### config.mk
export PLATFORM = sky130hd
export DESIGN_NAME = http_request_head_parser_core
export DESIGN_NICKNAME = d
export VERILOG_FILES = /design/src/sv/hrp_pkg.sv /design/src/sv/http_request_head_parser_core.sv /design/src/sv/hrp_step.sv
export SDC_FILE = /design/constraint.sdc
export NUM_CORES = 1
export LEC_CHECK = 0
export ABC_CLOCK_PERIOD_IN_PS = 8500
export BUFFER_PORTS_ARGS = -buffer_cell sky130_fd_sc_hd__buf_2
export CORE_MARGIN = 2
export CORE_UTILIZATION = 60
export DETAILED_ROUTE_END_ITERATION = 8
export PLACE_DENSITY_LB_ADDON = 0.12
export SYNTH_ARGS = -nofsm -noshare
export SYNTH_HDL_FRONTEND = slang
export SYNTH_HIERARCHICAL = 1
export SYNTH_SLANG_ARGS = --single-unit
export TNS_END_PERCENT = 20
### constraint.sdc
create_clock -name clk_i -period 8.5 [get_ports clk_i]
set_clock_uncertainty 0.2 [all_clocks]
set_input_delay 0.85 -clock clk_i [delete_from_list [all_inputs] [get_ports clk_i]]
set_output_delay 0.85 -clock clk_i [all_outputs]
set_load 0.02 [all_outputs]
### src/sv/hrp_pkg.sv
package hrp_pkg;

  // Parse phase codes, as reported on parse_state.
  localparam logic [1:0] PH_LINE = 2'd0;
  localparam logic [1:0] PH_HDR  = 2'd1;
  localparam logic [1:0] PH_DONE = 2'd2;
  localparam logic [1:0] PH_ERR  = 2'd3;

  // Request line sub-states.
  localparam logic [2:0] LS_START     = 3'd0;
  localparam logic [2:0] LS_METHOD    = 3'd1;
  localparam logic [2:0] LS_METHOD_SP = 3'd2;
  localparam logic [2:0] LS_URL       = 3'd3;
  localparam logic [2:0] LS_URL_SP    = 3'd4;
  localparam logic [2:0] LS_VERSION   = 3'd5;
  localparam logic [2:0] LS_ALMOST    = 3'd6;

  // Header line sub-states.
  localparam logic [2:0] HS_START    = 3'd0;
  localparam logic [2:0] HS_COLON    = 3'd1;
  localparam logic [2:0] HS_COLON_SP = 3'd2;
  localparam logic [2:0] HS_VALUE    = 3'd3;
  localparam logic [2:0] HS_ALMOST   = 3'd4;
  localparam logic [2:0] HS_BLANK    = 3'd5;

  // Byte class tags.
  localparam logic [2:0] CLS_DELIM   = 3'd0;
  localparam logic [2:0] CLS_METHOD  = 3'd1;
  localparam logic [2:0] CLS_URL     = 3'd2;
  localparam logic [2:0] CLS_VERSION = 3'd3;
  localparam logic [2:0] CLS_KEY     = 3'd4;
  localparam logic [2:0] CLS_VALUE   = 3'd5;

  localparam logic [3:0] CONN_LEN   = 4'd10;
  localparam logic [1:0] METHOD_MIN = 2'd2;

  localparam logic [7:0] CH_CR = 8'h0D;
  localparam logic [7:0] CH_LF = 8'h0A;

  typedef struct packed {
    logic [1:0] phase;
    logic [2:0] line_state;
    logic [2:0] header_state;
    logic [1:0] method_count;
    logic [3:0] version_match_pos;
    logic       old_version_seen;
    logic [3:0] key_match_pos;
    logic       key_mismatch;
    logic       persist_flag;
  } hrp_state_t;

  // Every field of the parser state resets to zero.
  localparam hrp_state_t ST_RESET = '0;

  typedef struct packed {
    logic [2:0] byte_class;
    logic       pair_done;
    logic [1:0] parse_state;
    logic       conn_persist;
  } hrp_result_t;

  function automatic logic is_alpha(input logic [7:0] c);
    return ((c >= "A") && (c <= "Z")) || ((c >= "a") && (c <= "z"));
  endfunction

  function automatic logic is_digit(input logic [7:0] c);
    return (c >= "0") && (c <= "9");
  endfunction

  function automatic logic is_blank(input logic [7:0] c);
    return (c == " ") || (c == 8'h09);
  endfunction

  function automatic logic [7:0] conn_char(input logic [3:0] idx);
    logic [7:0] ch;
    case (idx)
      4'd0:    ch = "C";
      4'd1:    ch = "o";
      4'd2:    ch = "n";
      4'd3:    ch = "n";
      4'd4:    ch = "e";
      4'd5:    ch = "c";
      4'd6:    ch = "t";
      4'd7:    ch = "i";
      4'd8:    ch = "o";
      4'd9:    ch = "n";
      default: ch = 8'h00;
    endcase
    return ch;
  endfunction

  function automatic logic [7:0] http_char(input logic [3:0] idx);
    logic [7:0] ch;
    case (idx)
      4'd0:    ch = "H";
      4'd1:    ch = "T";
      4'd2:    ch = "T";
      4'd3:    ch = "P";
      4'd4:    ch = "/";
      default: ch = 8'h00;
    endcase
    return ch;
  endfunction

endpackage

### src/sv/http_request_head_parser_core.sv
// Channel | Direction | Handshake              | Payload
// input   | in        | in_valid_i/in_stall_o  | data_byte_i[7:0], start_request_i
// output  | out       | out_valid_o/out_stall_i| byte_class_o[2:0], pair_done_o,
//         |           |                        | parse_state_o[1:0], conn_persist_o
//
// Throughput is one byte per clock cycle while the output is not stalled; each byte gives exactly one result.
// The byte lands in the input register, then the parse step writes the result
// register and the parser state on the same edge.
// The single parse step between the two registers sets the cycle time.
// rst_ni clears the parser state and both valid flags asynchronously.
// A stall on the output holds the result register; the input register keeps
// taking a transaction while its held byte can move on in the same cycle.
module http_request_head_parser_core (
  input  logic       clk_i,
  input  logic       rst_ni,
  input  logic       in_valid_i,
  output logic       in_stall_o,
  input  logic [7:0] data_byte_i,
  input  logic       start_request_i,
  output logic       out_valid_o,
  input  logic       out_stall_i,
  output logic [2:0] byte_class_o,
  output logic       pair_done_o,
  output logic [1:0] parse_state_o,
  output logic       conn_persist_o
);
  import hrp_pkg::*;

  // Input register: one captured transaction waiting for the parse step.
  logic        in_valid_q;
  logic [7:0]  in_byte_q;
  logic        in_start_q;

  // Parser state, updated only when a byte moves into the result register.
  hrp_state_t  st_q;
  hrp_state_t  st_d;

  // Result register.
  logic        out_valid_q;
  hrp_result_t res_q;
  hrp_result_t res_d;

  logic        adv;

  // The held byte advances whenever the result register is empty or drains
  // this cycle, so the input side only stalls when the output side is stuck.
  assign adv        = in_valid_q && (!out_valid_q || !out_stall_i);
  assign in_stall_o = in_valid_q && !adv;

  hrp_step u_step (
    .st_i    (st_q),
    .start_i (in_start_q),
    .byte_i  (in_byte_q),
    .st_o    (st_d),
    .res_o   (res_d)
  );

  always_ff @(posedge clk_i or negedge rst_ni) begin
    if (!rst_ni) begin
      in_valid_q <= 1'b0;
    end else if (!in_stall_o) begin
      in_valid_q <= in_valid_i;
    end
  end

  always_ff @(posedge clk_i) begin
    if (in_valid_i && !in_stall_o) begin
      in_byte_q  <= data_byte_i;
      in_start_q <= start_request_i;
    end
  end

  always_ff @(posedge clk_i or negedge rst_ni) begin
    if (!rst_ni) begin
      st_q <= ST_RESET;
    end else if (adv) begin
      st_q <= st_d;
    end
  end

  always_ff @(posedge clk_i or negedge rst_ni) begin
    if (!rst_ni) begin
      out_valid_q <= 1'b0;
    end else if (adv) begin
      out_valid_q <= 1'b1;
    end else if (!out_stall_i) begin
      out_valid_q <= 1'b0;
    end
  end

  always_ff @(posedge clk_i) begin
    if (adv) begin
      res_q <= res_d;
    end
  end

  assign out_valid_o    = out_valid_q;
  assign byte_class_o   = res_q.byte_class;
  assign pair_done_o    = res_q.pair_done;
  assign parse_state_o  = res_q.parse_state;
  assign conn_persist_o = res_q.conn_persist;

`ifndef SYNTHESIS
  // A finished header line is reported only on its delimiter byte, in headers.
  a_pair_in_headers: assert property (@(posedge clk_i) disable iff (!rst_ni)
    out_valid_q && res_q.pair_done |->
      (res_q.parse_state == PH_HDR) && (res_q.byte_class == CLS_DELIM))
    else $error("pair_done outside header phase or on a tagged byte");

  // The persistence decision is held low while the request line is parsed.
  a_ka_in_line: assert property (@(posedge clk_i) disable iff (!rst_ni)
    out_valid_q && (res_q.parse_state == PH_LINE) |-> !res_q.conn_persist)
    else $error("conn_persist set during request line");

  // The error phase is left only by a byte that carries the start flag.
  a_err_sticky: assert property (@(posedge clk_i) disable iff (!rst_ni)
    (st_q.phase == PH_ERR) && !(adv && in_start_q) |=> (st_q.phase == PH_ERR))
    else $error("left error phase without start");

  // The parser state moves only together with a new result.
  a_state_moves_with_result: assert property (@(posedge clk_i) disable iff (!rst_ni)
    !adv |=> $stable(st_q))
    else $error("parser state changed without an advancing byte");
`endif

endmodule

### src/sv/hrp_step.sv
module hrp_step (
  input  hrp_pkg::hrp_state_t  st_i,
  input  logic                 start_i,
  input  logic [7:0]           byte_i,
  output hrp_pkg::hrp_state_t  st_o,
  output hrp_pkg::hrp_result_t res_o
);
  import hrp_pkg::*;

  hrp_state_t cur;
  hrp_state_t nxt;
  logic [2:0] cls;
  logic       pair;
  logic       line_err;
  logic       hdr_err;
  logic       vtrack;
  logic       ktrack;
  logic [3:0] vpos_n;
  logic       vold_n;
  logic       url_char;
  logic       key_char;

  assign url_char = (byte_i == "/") || is_alpha(byte_i) || (byte_i == ".") ||
                    is_digit(byte_i) || (byte_i == "_") || (byte_i == "-");
  assign key_char = is_alpha(byte_i) || (byte_i == "-") || (byte_i == "_") ||
                    (byte_i == "~") || (byte_i == ".");

  assign cur = start_i ? ST_RESET : st_i;

  // Substring search for the old version strings in the version text.
  always_comb begin
    vpos_n = (byte_i == "H") ? 4'd1 : 4'd0;
    vold_n = cur.old_version_seen;
    case (cur.version_match_pos)
      4'd0, 4'd1, 4'd2, 4'd3, 4'd4: begin
        if (byte_i == http_char(cur.version_match_pos)) begin
          vpos_n = cur.version_match_pos + 4'd1;
        end
      end
      4'd5: begin
        if (byte_i == "1") begin
          vpos_n = 4'd6;
        end else if (byte_i == "0") begin
          vpos_n = 4'd8;
        end
      end
      4'd6: if (byte_i == ".") vpos_n = 4'd7;
      4'd7: if (byte_i == "0") vold_n = 1'b1;
      4'd8: if (byte_i == ".") vpos_n = 4'd9;
      4'd9: if (byte_i == "9") vold_n = 1'b1;
      default: ;
    endcase
  end

  always_comb begin
    nxt      = cur;
    cls      = CLS_DELIM;
    pair     = 1'b0;
    line_err = 1'b0;
    hdr_err  = 1'b0;
    vtrack   = 1'b0;
    ktrack   = 1'b0;
    case (cur.phase)
      PH_LINE: begin
        case (cur.line_state)
          LS_START: begin
            if (is_alpha(byte_i)) begin
              nxt.line_state   = LS_METHOD;
              nxt.method_count = 2'd1;
              cls              = CLS_METHOD;
            end else begin
              line_err = 1'b1;
            end
          end
          LS_METHOD: begin
            if (is_blank(byte_i)) begin
              if (cur.method_count < METHOD_MIN) begin
                line_err = 1'b1;
              end else begin
                nxt.line_state = LS_METHOD_SP;
              end
            end else if (is_alpha(byte_i)) begin
              if (cur.method_count < METHOD_MIN) begin
                nxt.method_count = cur.method_count + 2'd1;
              end
              cls = CLS_METHOD;
            end else begin
              line_err = 1'b1;
            end
          end
          LS_METHOD_SP: begin
            if (is_blank(byte_i)) begin
              cls = CLS_DELIM;
            end else if (byte_i == "/") begin
              nxt.line_state = LS_URL;
              cls            = CLS_URL;
            end else begin
              line_err = 1'b1;
            end
          end
          LS_URL: begin
            if (url_char) begin
              cls = CLS_URL;
            end else if (is_blank(byte_i)) begin
              nxt.line_state = LS_URL_SP;
            end else begin
              line_err = 1'b1;
            end
          end
          LS_URL_SP: begin
            if (is_blank(byte_i)) begin
              cls = CLS_DELIM;
            end else if (is_alpha(byte_i)) begin
              nxt.line_state = LS_VERSION;
              vtrack         = 1'b1;
              cls            = CLS_VERSION;
            end else begin
              line_err = 1'b1;
            end
          end
          LS_VERSION: begin
            if ((byte_i == ".") || (byte_i == "/") || is_digit(byte_i) ||
                is_alpha(byte_i)) begin
              vtrack = 1'b1;
              cls    = CLS_VERSION;
            end else if (byte_i == CH_CR) begin
              nxt.line_state = LS_ALMOST;
            end else begin
              line_err = 1'b1;
            end
          end
          LS_ALMOST: begin
            if (byte_i == CH_LF) begin
              nxt.phase = PH_HDR;
            end else begin
              line_err = 1'b1;
            end
          end
          default: line_err = 1'b1;
        endcase
      end
      PH_HDR: begin
        case (cur.header_state)
          HS_START: begin
            if (byte_i == CH_CR) begin
              nxt.header_state = HS_BLANK;
            end else if (key_char) begin
              ktrack = 1'b1;
              cls    = CLS_KEY;
            end else if (byte_i == ":") begin
              nxt.header_state = HS_COLON;
            end else begin
              hdr_err = 1'b1;
            end
          end
          HS_COLON: begin
            if (byte_i == " ") begin
              nxt.header_state = HS_COLON_SP;
            end else begin
              hdr_err = 1'b1;
            end
          end
          HS_COLON_SP: begin
            if (is_blank(byte_i)) begin
              cls = CLS_DELIM;
            end else if ((byte_i == CH_CR) || (byte_i == CH_LF)) begin
              hdr_err = 1'b1;
            end else begin
              nxt.header_state = HS_VALUE;
              cls              = CLS_VALUE;
            end
          end
          HS_VALUE: begin
            if (byte_i == CH_CR) begin
              nxt.header_state = HS_ALMOST;
            end else if (byte_i == CH_LF) begin
              hdr_err = 1'b1;
            end else begin
              cls = CLS_VALUE;
            end
          end
          HS_ALMOST: begin
            if (byte_i == CH_LF) begin
              if (!cur.key_mismatch && (cur.key_match_pos == CONN_LEN)) begin
                nxt.persist_flag = 1'b1;
              end
              nxt.key_match_pos = 4'd0;
              nxt.key_mismatch  = 1'b0;
              nxt.header_state  = HS_START;
              pair              = 1'b1;
            end else begin
              hdr_err = 1'b1;
            end
          end
          HS_BLANK: begin
            if (byte_i == CH_LF) begin
              nxt.phase = PH_DONE;
            end else begin
              hdr_err = 1'b1;
            end
          end
          default: hdr_err = 1'b1;
        endcase
      end
      default: ;
    endcase

    if (vtrack) begin
      nxt.version_match_pos = vpos_n;
      nxt.old_version_seen  = vold_n;
    end
    if (ktrack) begin
      if (!cur.key_mismatch && (cur.key_match_pos < CONN_LEN) &&
          (byte_i == conn_char(cur.key_match_pos))) begin
        nxt.key_match_pos = cur.key_match_pos + 4'd1;
      end else begin
        nxt.key_mismatch = 1'b1;
      end
    end
    // A request line error also forces the persistence decision off.
    if (line_err) begin
      nxt.old_version_seen = 1'b1;
      nxt.phase            = PH_ERR;
    end
    if (hdr_err) begin
      nxt.phase = PH_ERR;
    end
  end

  assign st_o = nxt;

  always_comb begin
    res_o.byte_class  = cls;
    res_o.pair_done   = pair;
    res_o.parse_state = nxt.phase;
    case (nxt.phase)
      PH_HDR, PH_ERR: res_o.conn_persist = !nxt.old_version_seen;
      PH_DONE:        res_o.conn_persist = nxt.persist_flag || !nxt.old_version_seen;
      default:        res_o.conn_persist = 1'b0;
    endcase
  end

endmodule

### Word-level counts from Yosys, hierarchy flattened

Memories as Yosys holds them, arrays and structs flattened.
Cells that the tools add are included.

* flip-flop bits (word level): 39
* output and inout bits: 9
* memories kept: 1
* bits in read-only memories: 112
* word-level logic and storage cells: 223

* reduce and logical (&&, ||, !) cells: 41
* equal/unequal tests: 42
* mux-type cells: 111
* order comparisons: 8
* add/subtract/negate cells: 3

Memories
* (name not given): words 16, width 7, read ports 1, clocked after Yosys merged registers in 0, wr ports 0, line hrp_pkg.sv:76 `case (idx)`

Operator list (count)
* 3-bit two-way mux: 30
* 8-bit by 6-bit equality test with 1-bit output (second input constant): 8
* 1-bit two-way mux: 38
* 3-bit case mux with 6 select lines: 2
* 2-bit two-way mux: 15
* 7-bit case mux with 4 select lines: 1
* 8-bit by 4-bit equality test with 1-bit output (second input constant): 3
* 8-bit by 7-bit equality test with 1-bit output (second input constant): 3
* 4-bit two-way mux: 6
* 21-bit two-way mux: 1
* 6-bit two-way mux: 3
* 1-bit logical OR: 17
* 4-bit by 3-bit equality test with 1-bit output (second input constant): 4
* 8-bit equality test: 2
* 8-bit by 7-bit greater-or-equal comparator with 1-bit output (second input constant): 2
* 8-bit by 7-bit <= comparator with 1-bit output (second input constant): 2
* 8-bit two-way mux: 2
* 4-bit case mux with 4 select lines: 1
* 3-bit equality test (second input constant): 5
* 3-bit case mux with 5 select lines: 1
* 3-bit by 2-bit equality test with 1-bit output (second input constant): 4
* 4-bit equality test (second input constant): 3
* 5-bit two-way mux: 2
* 1-bit logical AND: 9
* other kinds (25): 41

### Longest topological paths before layout

* depth after elaboration: 16
* depth in mapped cells: 13
* gate-level depth less buffers: 11

### By module

Netlist, hierarchy kept.

By module, submodules not included
* hrp_step: seq. area each 0.0 sq um, cells an instance 330, instances 1, area each 2054.5 sq um
* http_request_head_parser_core: seq. area each 1056.0 sq um, cells an instance 68, instances 1, area each 1363.8 sq um

### Worst setup path before layout

No wires, ideal clock.

* kind: register -> register
* start: register in_start_q
* end: register st_q[7] (netlist name)
* arrival: 3.276 ns
* library setup time: 0.125 ns
* cell stages (with the launch flop): 13
* buffers on the path: 2
* clock period less this slack: 3.601 ns
* slack: 4.899 ns
* cell sequence: edfxtp_1 > clkbuf_1 > inv_1 > clkbuf_1 > nand2_1 > ha_1 > nor4bb_1 > mux2_2 > a2111o_1 > a2111oi_2 > a21boi_0 > o211a_1 > mux2_2

RTL lines
* start: declaration: line http_request_head_parser_core.sv:32 `logic in_start_q;`
* start signal: assignment: line http_request_head_parser_core.sv:69 `in_start_q <= start_request_i;`
* end signal: assignment: line http_request_head_parser_core.sv:77 `st_q <= st_d;`
* end: declaration: line http_request_head_parser_core.sv:35 `hrp_state_t st_q;`

==> impl_metrics.toml <==
[setup_path]
cp_cell_sequence = "buf_4 > inv_1 > nand2_1 > ha_1 > nor4bb_1 > mux2_2 > a2111o_1 > a2111oi_2 > a21boi_0 > o211a_1 > mux2_2"
r2r-start = "in_start_q$_DFFE_PP_"
critPathLaunch = "in_start_q$_DFFE_PP_"
cp.arrival_ps = 4130
cpPeakStageDelay_ps = 530
required_ps = 8490
crit_path_end_kind = "register"
crit_type = "register to register"
setup.worst_path.end = "st_q[7]$_DFFE_PN0P_"
rr_endpoint = "st_q[7]$_DFFE_PN0P_"
cpMaxStageDelayCell = "a2111oi_2"
cp-start-kind = "register"
path_max_fanout = 39
cpMostUsedCell = "mux2_2"
rr_worst_depth = 11
rrSetupSlack_ps = 4360

[yosys]
ys_seq_area_frac = 0.309
ys.flop_type = "dfrtp_1"
yosys_register_bits = 39
synth_area_sq_um = 3420
synth-edff-count = 16
synth_top_area_share = 0.168
syn_nets = 422
async_flop_share = 0.590
ys_types = 74
syn_inst = 398
synth.avg_cell_area_sq_um = 8.59
yosys_warnings = 6
synth.area.top_cells = "dfrtp_1, edfxtp_1, mux2_2, nand2_1, ha_1"
synth_top_cell_by_area = "dfrtp_1"

[final_layout]
diodes = 0
layout-drive-gt1-share = 0.186
layout_commonest_cell = "nand2_1"
layout.nets = 421
fin_area_sq_um = 3600
multi_input_area_sq_um = 2160
final_cell_mix = "nand2_1, nor2_1, mux2_2, dfrtp_1, buf_2"
register_area_sq_um = 1060
area_growth_pct = 5.42
fillerInstances = 457

[sta]
tightestPinTransition_ps = 1030
setup_viol = 0
hold_viol = 0
period_minus_slack_ps = 4140
slew_violations = 0
rsz0062_at_grt = "false"
finalSetupTns_ps = 0
slew_headroom = 0.306
fmax_mhz = 242
fin_crit_sh = 0.487

[cts]
path_clk_slew_ps = 80
cts_tree = "built"
root_buffer = "clkbuf_8"
ctsResizeCount = 0
numCtsBuffers = 5
postCtsSetupRepairBufs = 0
clk_path_buf_depth = 2
h-tree-depth = 2
insertion_delay_ps = 300
ctsHoldBuffers = 0
clock_sinks = 39

[die]
io-pin-count = 22
rows = 27
die_w_um = 79.5
start_util = 0.621
dieArea_sq_um = 6320
die_h_um = 79.5
coreArea_sq_um = 5510

[place]
globalplace.congestion = 0.943
place.port_buffers = 21
hpwlAfterDp_um = 5430
placed_area_sq_um = 3470

[drt]
first_pass_iters = 5
drt-total-wl_um = 7870
drc = 0
viasPerCell = 6.52
ant_nets = 0
drtIter0Drc = 315
wl_per_cell_um = 16.7
vias = 3066

[run]
timing.max_cap.violations = 0

[global_routing]
grt_pass1_wl_um = 13300
antenna_found_initial = 0
grt.overflow.total = 0
grt_pass1_vias = 2775
grt_max_degree = 40
grt_util_all_layers = 0.265

[min_path]
hold_path.class = "register to register"

[outcome]
status = "completed"

[pwr]
power_density_nw_per_um2 = 151
power.leakage_uw = 0.00141
peakVddDrop_v = 0.000103
==> final cells by class <==
cell class | count | share of cell area
Multi-Input combinational cell | 316 | 0.600
Clock buffer | 6 | 0.0201
Tap cell | 72 | 0.0250
Timing Repair Buffer | 22 | 0.0312
Sequential cell | 39 | 0.293
Inverter | 13 | 0.0135
Clock inverter | 2 | 0.0167
==> synthesized netlist by cell type (all sizes together) (7+ instances only) <==
master	n
edfxtp	16
nand3	9
a21oi	15
or2	8
nor3	16
mux2	23
o21ai	13
or3b	7
dfrtp	23
a31oi	7
nand2	40
clkbuf	21
nor2b	10
buf	9
or3	9
nor2	34
ha	11
nand2b	10
inv	13
==> per-stage QoR <==
step	cells	util	hold slack, ps	setup slack, ps	total power, uW
final	470	0.654	310	4360	543
after global routing	470	0.654	324	4070	567
after CTS	470	0.654	313	4350	547
after detailed placement	462	0.630	301	4420	359
after global placement	462	0.630	279	4590	356
after floorplan	398	-	257	4900	333
==> per-layer routing <==
| layer | vias to the layer above | part of all wire | global-route usage | wire, um |
|---|---|---|---|---|
| met1 | 1414 | 0.44 | 0.361 | 3430 |
| met3 | 23 | 0.078 | 0.0486 | 610 |
| met4 | 0 | 0.027 | 0.100 | 210 |
| li1 | 1476 | - | - | - |
| met5 | - | 0 | 0 | 0 |
| met2 | 153 | 0.46 | 0.419 | 3610 |
==> registers in the layout, indices dropped and copies added (netlist names) <==
| name | cells |
|---|---|
| in_start_q | 1 |
| st_q | 21 |
| in_valid_q | 1 |
| parse_state_o | 2 |
| out_valid_o | 1 |
| byte_class_o | 3 |
| conn_persist_o | 1 |
| pair_done_o | 1 |
| in_byte_q | 8 |
==> worst max-delay path, delay by kind of cell, from the launching register on <==
family | cells | cell delay, ps
AO/OA/AOI/OAI | 4 | 1350
flip-flops | 1 | 320
buffers and inverters | 2 | 650
AND/OR/NAND/NOR | 2 | 640
multiplexers | 2 | 630
adder cells (fa/ha/maj) | 1 | 220
==> worst min-delay path by stage <==
stage	end	depth (start not counted)	start
after floorplan	out_valid_o$_DFFE_PN0P_	1	in_valid_q$_DFFE_PN0N_
after global placement	out_valid_o$_DFFE_PN0P_	1	in_valid_q$_DFFE_PN0N_
after detailed placement	st_q[6]$_DFFE_PN0P_	1	st_q[6]$_DFFE_PN0P_
after CTS	out_valid_o$_DFFE_PN0P_	1	in_valid_q$_DFFE_PN0N_
after global routing	st_q[6]$_DFFE_PN0P_	1	st_q[6]$_DFFE_PN0P_
final	out_valid_o$_DFFE_PN0P_	1	in_valid_q$_DFFE_PN0N_
==> power breakdown <==
part	total [uW]	switching, uW	internal [uW]
Combinational	109	62.0	47.2
Sequential	247	30.5	217
Clock	186	68.8	117
==> cell families after synthesis <==
| logic type | after synthesis | share of synthesized area |
|---|---|---|
| XOR/XNOR | 5 | 0.0128 |
| multiplexers | 26 | 0.0846 |
| flip-flops | 39 | 0.309 |
| adder cells (fa/ha/maj) | 11 | 0.0403 |
| AO/OA/AOI/OAI | 94 | 0.206 |
| AND/OR/NAND/NOR | 180 | 0.290 |
| buffers and inverters | 43 | 0.0582 |
(Power assumes the default switching activity.)
